### src/rtl/gol_pkg.sv
// ----------------------------------------------------------------------------
// gol_pkg: shared types and constants for the toroidal B3/S23 life engine
// Grid geometry, request codes, register indexes, state encoding and the
// control and read-data bundles between the sequencer and the grid store.
// ----------------------------------------------------------------------------
`timescale 1ns / 1ps

package gol_pkg;

   localparam int MAX_WIDTH  = 64;
   localparam int MAX_HEIGHT = 64;

   localparam int COL_W  = 6;
   localparam int ROW_W  = 6;
   localparam int SIZE_W = 7;
   localparam int CSR_IDX_W = 1;

   localparam int SURVIVE_COUNT = 2;
   localparam int BIRTH_COUNT   = 3;

   // step pass: two lead reads, one more before the first row is complete
   localparam int STEP_LEAD = 3;
   localparam int STEP_LAST = MAX_HEIGHT + STEP_LEAD - 1;
   localparam int CNT_W     = $clog2(STEP_LAST + 1);

   localparam logic [CSR_IDX_W-1:0] CSR_WIDTH_IDX  = 1'b0;
   localparam logic [CSR_IDX_W-1:0] CSR_HEIGHT_IDX = 1'b1;

   typedef logic [MAX_WIDTH-1:0] row_type;

   typedef enum logic [1:0] {
      REQ_WRITE = 2'd0,
      REQ_READ  = 2'd1,
      REQ_STEP  = 2'd2
   } req_op_type;

   typedef enum logic [2:0] {
      ST_IDLE,
      ST_ACCESS,
      ST_STEP,
      ST_CMP,
      ST_DONE
   } gol_state_type;

   typedef struct packed {
      logic             live_we;
      logic [ROW_W-1:0] live_wa;
      row_type          live_wd;
      logic [ROW_W-1:0] live_ra;
      logic             hist_we;
      logic [ROW_W-1:0] hist_wa;
      row_type          last_wd;
      row_type          older_wd;
      logic [ROW_W-1:0] hist_ra;
   } store_ctrl_type;

   typedef struct packed {
      row_type live;
      row_type last;
      row_type older;
   } store_rd_type;

   function automatic logic [SIZE_W-1:0] clamp_size(input logic [SIZE_W-1:0] v,
                                                   input logic [SIZE_W-1:0] top);
      logic [SIZE_W-1:0] r;
      r = v;
      if (v == '0) r = SIZE_W'(1);
      else if (v > top) r = top;
      return r;
   endfunction

   function automatic row_type col_mask(input logic [SIZE_W-1:0] w);
      row_type m;
      for (int x = 0; x < MAX_WIDTH; x++) m[x] = (SIZE_W'(x) < w);
      return m;
   endfunction

endpackage

### src/rtl/gol_row_unit.sv
// ----------------------------------------------------------------------------
// gol_row_unit: next-generation logic for one grid row
// Counts the eight wrapped neighbors of every active column and applies
// B3/S23; columns past the active width keep their value.
// ----------------------------------------------------------------------------
`timescale 1ns / 1ps

module gol_row_unit import gol_pkg::*; (
   input  row_type           up_row,
   input  row_type           mid_row,
   input  row_type           down_row,
   input  logic [SIZE_W-1:0] width,
   output row_type           next_row
);

   logic [COL_W-1:0] wm1;
   logic [COL_W-1:0] lx [MAX_WIDTH];
   logic [COL_W-1:0] rx [MAX_WIDTH];
   logic [3:0]       nsum [MAX_WIDTH];

   assign wm1 = COL_W'(width - SIZE_W'(1));

   always_comb begin
      for (int x = 0; x < MAX_WIDTH; x++) begin
         lx[x] = (x == 0) ? wm1 : COL_W'(x - 1);
         rx[x] = (COL_W'(x) == wm1) ? '0 : COL_W'(x + 1);
      end
   end

   always_comb begin
      for (int x = 0; x < MAX_WIDTH; x++) begin
         nsum[x] = 4'(up_row[lx[x]])   + 4'(up_row[x])   + 4'(up_row[rx[x]])
                 + 4'(mid_row[lx[x]])                     + 4'(mid_row[rx[x]])
                 + 4'(down_row[lx[x]]) + 4'(down_row[x]) + 4'(down_row[rx[x]]);
         if (SIZE_W'(x) >= width) begin
            next_row[x] = mid_row[x];
         end else if (mid_row[x]) begin
            next_row[x] = (nsum[x] == 4'(SURVIVE_COUNT)) || (nsum[x] == 4'(BIRTH_COUNT));
         end else begin
            next_row[x] = (nsum[x] == 4'(BIRTH_COUNT));
         end
      end
   end

endmodule

### config.mk
export PLATFORM = sky130hd
export DESIGN_NAME = gol_row_unit
export DESIGN_NICKNAME = d
export VERILOG_FILES = /design/src/rtl/gol_pkg.sv /design/src/rtl/gol_row_unit.sv
export SDC_FILE = /design/constraint.sdc
export NUM_CORES = 1
export LEC_CHECK = 0
export ABC_AREA = 1
export CORE_AREA = 10 10 200 202
export DETAILED_ROUTE_END_ITERATION = 8
export DIE_AREA = 0 0 210 212
export DONT_BUFFER_PORTS = 1
export GPL_TIMING_DRIVEN = 0
export PLACE_DENSITY_LB_ADDON = 0.3
export SLEW_MARGIN = 20
export SYNTH_ARGS = -nofsm -noshare
export SYNTH_HDL_FRONTEND = slang
export SYNTH_SLANG_ARGS = --single-unit
### constraint.sdc
create_clock -name vclk -period 12.8
set_input_delay 1.28 -clock vclk [all_inputs]
set_output_delay 1.28 -clock vclk [all_outputs]
set_load 0.01 [all_outputs]
# Yosys cells after proc, flatten, opt, wreduce, memory -nomap -nowiden
# Index checks and enable logic that the tools add are counted.
# Widths: inputs -> output; s select.
# word_totals
regBits	0
input_bits	199
output_inout_bits	64
elab_cells	1407
# classes
add_sub_neg	449
order_cmp	128
n_eq_ne	190
muxes	575
n_reduce_logical	65
# op_table
cell	n
$bmux 1 s6	192
$add 4x1->4	266
$eq 4x2->1 const B	128
$mux 1	321
$add 3x1->4	59
$lt 6x7->1 const B	33
$ge 6x7->1 const A	32
$mux 6	32
$eq 6x6->1 const A	31
$add 2x1->3	59
$add 1x1->2	64
$ge 5x7->1 const A	16
$lt 5x7->1 const B	16
$eq 5x6->1 const A	16
$mux 5	16
$logic_or 1x1->1	64
$ge 4x7->1 const A	8
$lt 4x7->1 const B	8
$eq 4x6->1 const A	8
$mux 4	8
$ge 3x7->1 const A	4
$lt 3x7->1 const B	4
$eq 3x6->1 const A	4
$ge 1x7->1 const A	2
9 further kinds	16

# Logic depth before layout (Yosys ltp)
# depth
depth_word	15
ltp_mapped	27
mapped_depth_nobuf	22

# Worst setup path after synthesis
# No wires, ideal clock.
# synth_timing
kind	in2out
from	input port width[0]
to	output port next_row[0]
arrival_time_ns	5.873
path_slack_ns	5.647
cell_stages	22
cell_sequence	buf_2 > inv_1 > clkbuf_1 > buf_2 > ha_1 > nand2_1 > nand2_1 > nand2_2 > nor2_2 > nand2_1 > nand2_1 > o21ai_1 > fa_1 > inv_1 > fa_1 > fa_1 > inv_1 > ha_1 > fa_1 > o21ai_0 > o211ai_1 > o21ai_0
# synth_between
elab_chain_cells	15
word_cells_on_any_way	28
# synth_rtl
item	line_no	source
start: declaration	gol_row_unit.sv:12	input logic [SIZE_W-1:0] width,
$sub 6x1->6	gol_row_unit.sv:21	assign wm1 = COL_W'(width - SIZE_W'(1));
$logic_not 6->1	gol_row_unit.sv:26	rx[x] = (COL_W'(x) == wm1) ? '0 : COL_W'(x + 1);
$mux 1	gol_row_unit.sv:26	
$bmux 1 s6	gol_row_unit.sv:32	nsum[x] = 4'(up_row[lx[x]]) + 4'(up_row[x]) + 4'(up_row[rx[x]])
$mux 1 (implied by the code)	gol_row_unit.sv:32	
$add 2x1->3	gol_row_unit.sv:32	
$add 3x1->4	gol_row_unit.sv:33	+ 4'(mid_row[lx[x]]) + 4'(mid_row[rx[x]])
$add 4x1->4	gol_row_unit.sv:33	
$add 4x1->4 (3 in series)	gol_row_unit.sv:34	+ 4'(down_row[lx[x]]) + 4'(down_row[x]) + 4'(down_row[rx[x]]);
$eq 4x2->1, on equally long branches	gol_row_unit.sv:38, gol_row_unit.sv:40	
$logic_or 1x1->1	gol_row_unit.sv:38	next_row[x] = (nsum[x] == 4'(SURVIVE_COUNT)) || (nsum[x] == 4'(BIRTH_COUNT));
$mux 1	gol_row_unit.sv:37	end else if (mid_row[x]) begin
$mux 1 (*)	gol_row_unit.sv:35	if (SIZE_W'(x) >= width) begin
end: declaration	gol_row_unit.sv:13	output row_type next_row
# Every way passes the cells marked *; elsewhere a longest branch is shown, timed or not. The select of a mux whose other input is x is not followed.

# Worst setup path after layout
# Same ends and word-level chain as after synthesis.

==> results.ini <==
[critical_path]
critPathArrivalTime_ns = 7.59
crit_path_max_fanout = 12
end_kind = output pin
critPathLaunch = width[0]
cp.required_ns = 11.52
worstSetupStartpointType = input port
path_class = input port to output pin
worstSetupEndpoint = next_row[0]

[sta]
period_share_pct = 69.3
setup_viol = 0
rsz0062_at_grt = no
hold_ws_ns = 2.72
tightest_slew_ns = 1.15
fin_crit_ns = 8.87
tns_ns = 0
slew_headroom_pct = 23.5
fmaxAchievable_mhz = 113
setup_ws_ns = 3.93
hold_viol = 0
drv_slew = 0

[drt]
avgRoutedWirePerCell_um = 24.1
drt_wl_total_um = 67500
drc = 0
vias = 16600
ant_nets = 0
via_per_inst = 5.94
drtIter0Drc = 1938
drt_pre_antenna_iters = 6

[die]
rows = 70
die_h_um = 212
io_pins = 263
die_w_um = 210
die-area_mm2 = 0.0445
start_util_pct = 44.5
core_mm2 = 0.0361

[global_routing]
antenna_found_initial = 3
grt_max_degree = 13
grt_pass1_vias = 16200
grt.overflow.total = 0
track_usage_pct = 29.6
grt_pass1_wl_um = 101000

[final_layout]
final_util_pct = 46.1
seqCellArea_um2 = 0
nets = 2983
n_clock_buffer = 0
nFlopsAndLatches = 0
areaGrowthSynthToFinish_pct = 3.73
drive_gt1_share_pct = 2.92

[synthesis]
syn_inst = 2329
netlist_top_cells_area = fa_1 32%, ha_1 15%, nand2_1 15%
yosysUniqueCellTypes = 36
synth-seq-area-share_pct = 0
yosys.area.top_type_share_pct = 31.9
yosysMostFrequentCell = nand2_1
syn_area_per_cell_um2 = 6.89
synth_warnings = 0
yosys.area.top_type = fa_1
synth_common_cells = 642 x nand2_1, 408 x inv_1, 298 x o21ai_0, 256 x fa_1, 197 x ha_1
syn_nets = 2981
syn_area_mm2 = 0.0160

[placement]
place_congestion = 1.04
hpwl_um = 55600
port_buffers = 0
dp_worst_setup_slack_ns = 4.17

[min_path]
holdCritPathClass = input port to output pin

[flow_run]
cap_viol_max_count = 0

[outcome]
status = finished clean

[clock_tree]
hold_buffers = 0
cts_resized = 0
post_cts_buffers = 0

[stage by stage]
step / instances / instance area (um^2)
after floorplan: 2329 / 16000
after global placement: 2797 / 16600
after detailed placement: 2797 / 16600
after CTS: 2797 / 16600
after global routing: 2799 / 16600
final: 2802 / 16600
[kinds of logic after synthesis]
| group | share of synthesized area, % |
|---|---|
| AO/OA/AOI/OAI | 16.8 |
| adder cells (fa/ha/maj) | 47.3 |
| XOR/XNOR | 0.374 |
| AND/OR/NAND/NOR | 24.1 |
| buffers and inverters | 11.5 |
[placed cells by master, fill, tap and decap left out]
cell type and instances:
buf_6 3, o22ai_1 5, a211oi_1 7, clkinv_1 1, nand2_4 15, nor3_1 6, clkbuf_1 47, a21oi_1 87
xor2_4 1, a31oi_1 6, fa_1 256, diode_2 5, nor2_2 15, buf_2 10, nand2_1 642, inv_1 408
xor2_2 2, a211o_1 6, ha_1 197, nand3_1 150, o21a_1 4, o21ai_0 298, nor2_4 7, a21boi_0 1
nand4_1 15, nor2_1 43, buf_1 7, o211ai_1 41, a221oi_1 2, o2111ai_1 7, inv_2 2, nand2_2 12
o221ai_1 6, a22oi_1 3, buf_8 1, o21ai_1 14, a41oi_1 2
[worst min-delay path by stage]
stage / startpoint / to / depth (start not counted) / slack [ns]
6_report: mid_row[16] / next_row[16] / 2 / 2.72
5_1_grt: mid_row[21] / next_row[21] / 2 / 2.72
4_1_cts: mid_row[16] / next_row[16] / 2 / 2.72
3_5_place_dp: mid_row[42] / next_row[42] / 2 / 2.72
3_3_place_gp: mid_row[42] / next_row[42] / 2 / 2.72
2_1_floorplan: mid_row[62] / next_row[62] / 2 / 2.70
[worst max-delay path: stages]
cell,delay (ns)
buf_2,0.13
inv_1,0.13
clkbuf_1,0.43
buf_2,0.47
ha_1,0.30
clkbuf_1,0.27
inv_2,0.27
clkbuf_1,0.78
nand3_1,0.17
nand2_1,0.12
nand2_1,0.05
nand2_1,0.10
nand2_1,0.09
nand2_1,0.11
nand2_1,0.08
nand2_1,0.10
inv_1,0.05
nand2_1,0.08
fa_1,0.45
fa_1,0.55
inv_1,0.04
ha_1,0.22
fa_1,0.38
o21ai_0,0.21
o211ai_1,0.14
o21ai_0,0.57
[per-layer routing]
metal | global-route usage (%) | wire, um | up-vias
li1 | - | - | 7511
met1 | 37.3 | 25300 | 7972
met2 | 47.0 | 30100 | 978
met3 | 8.63 | 8860 | 183
met4 | 11.7 | 3250 | 0
met5 | 0 | 0 | -
[area by class of cell]
class              count  area [um^2]
diodes                 5         12.5
fillers             3802        19400
multi-input cells   1850        14200
plain buffers         68          302
inverters            411         1540
well taps            468          586
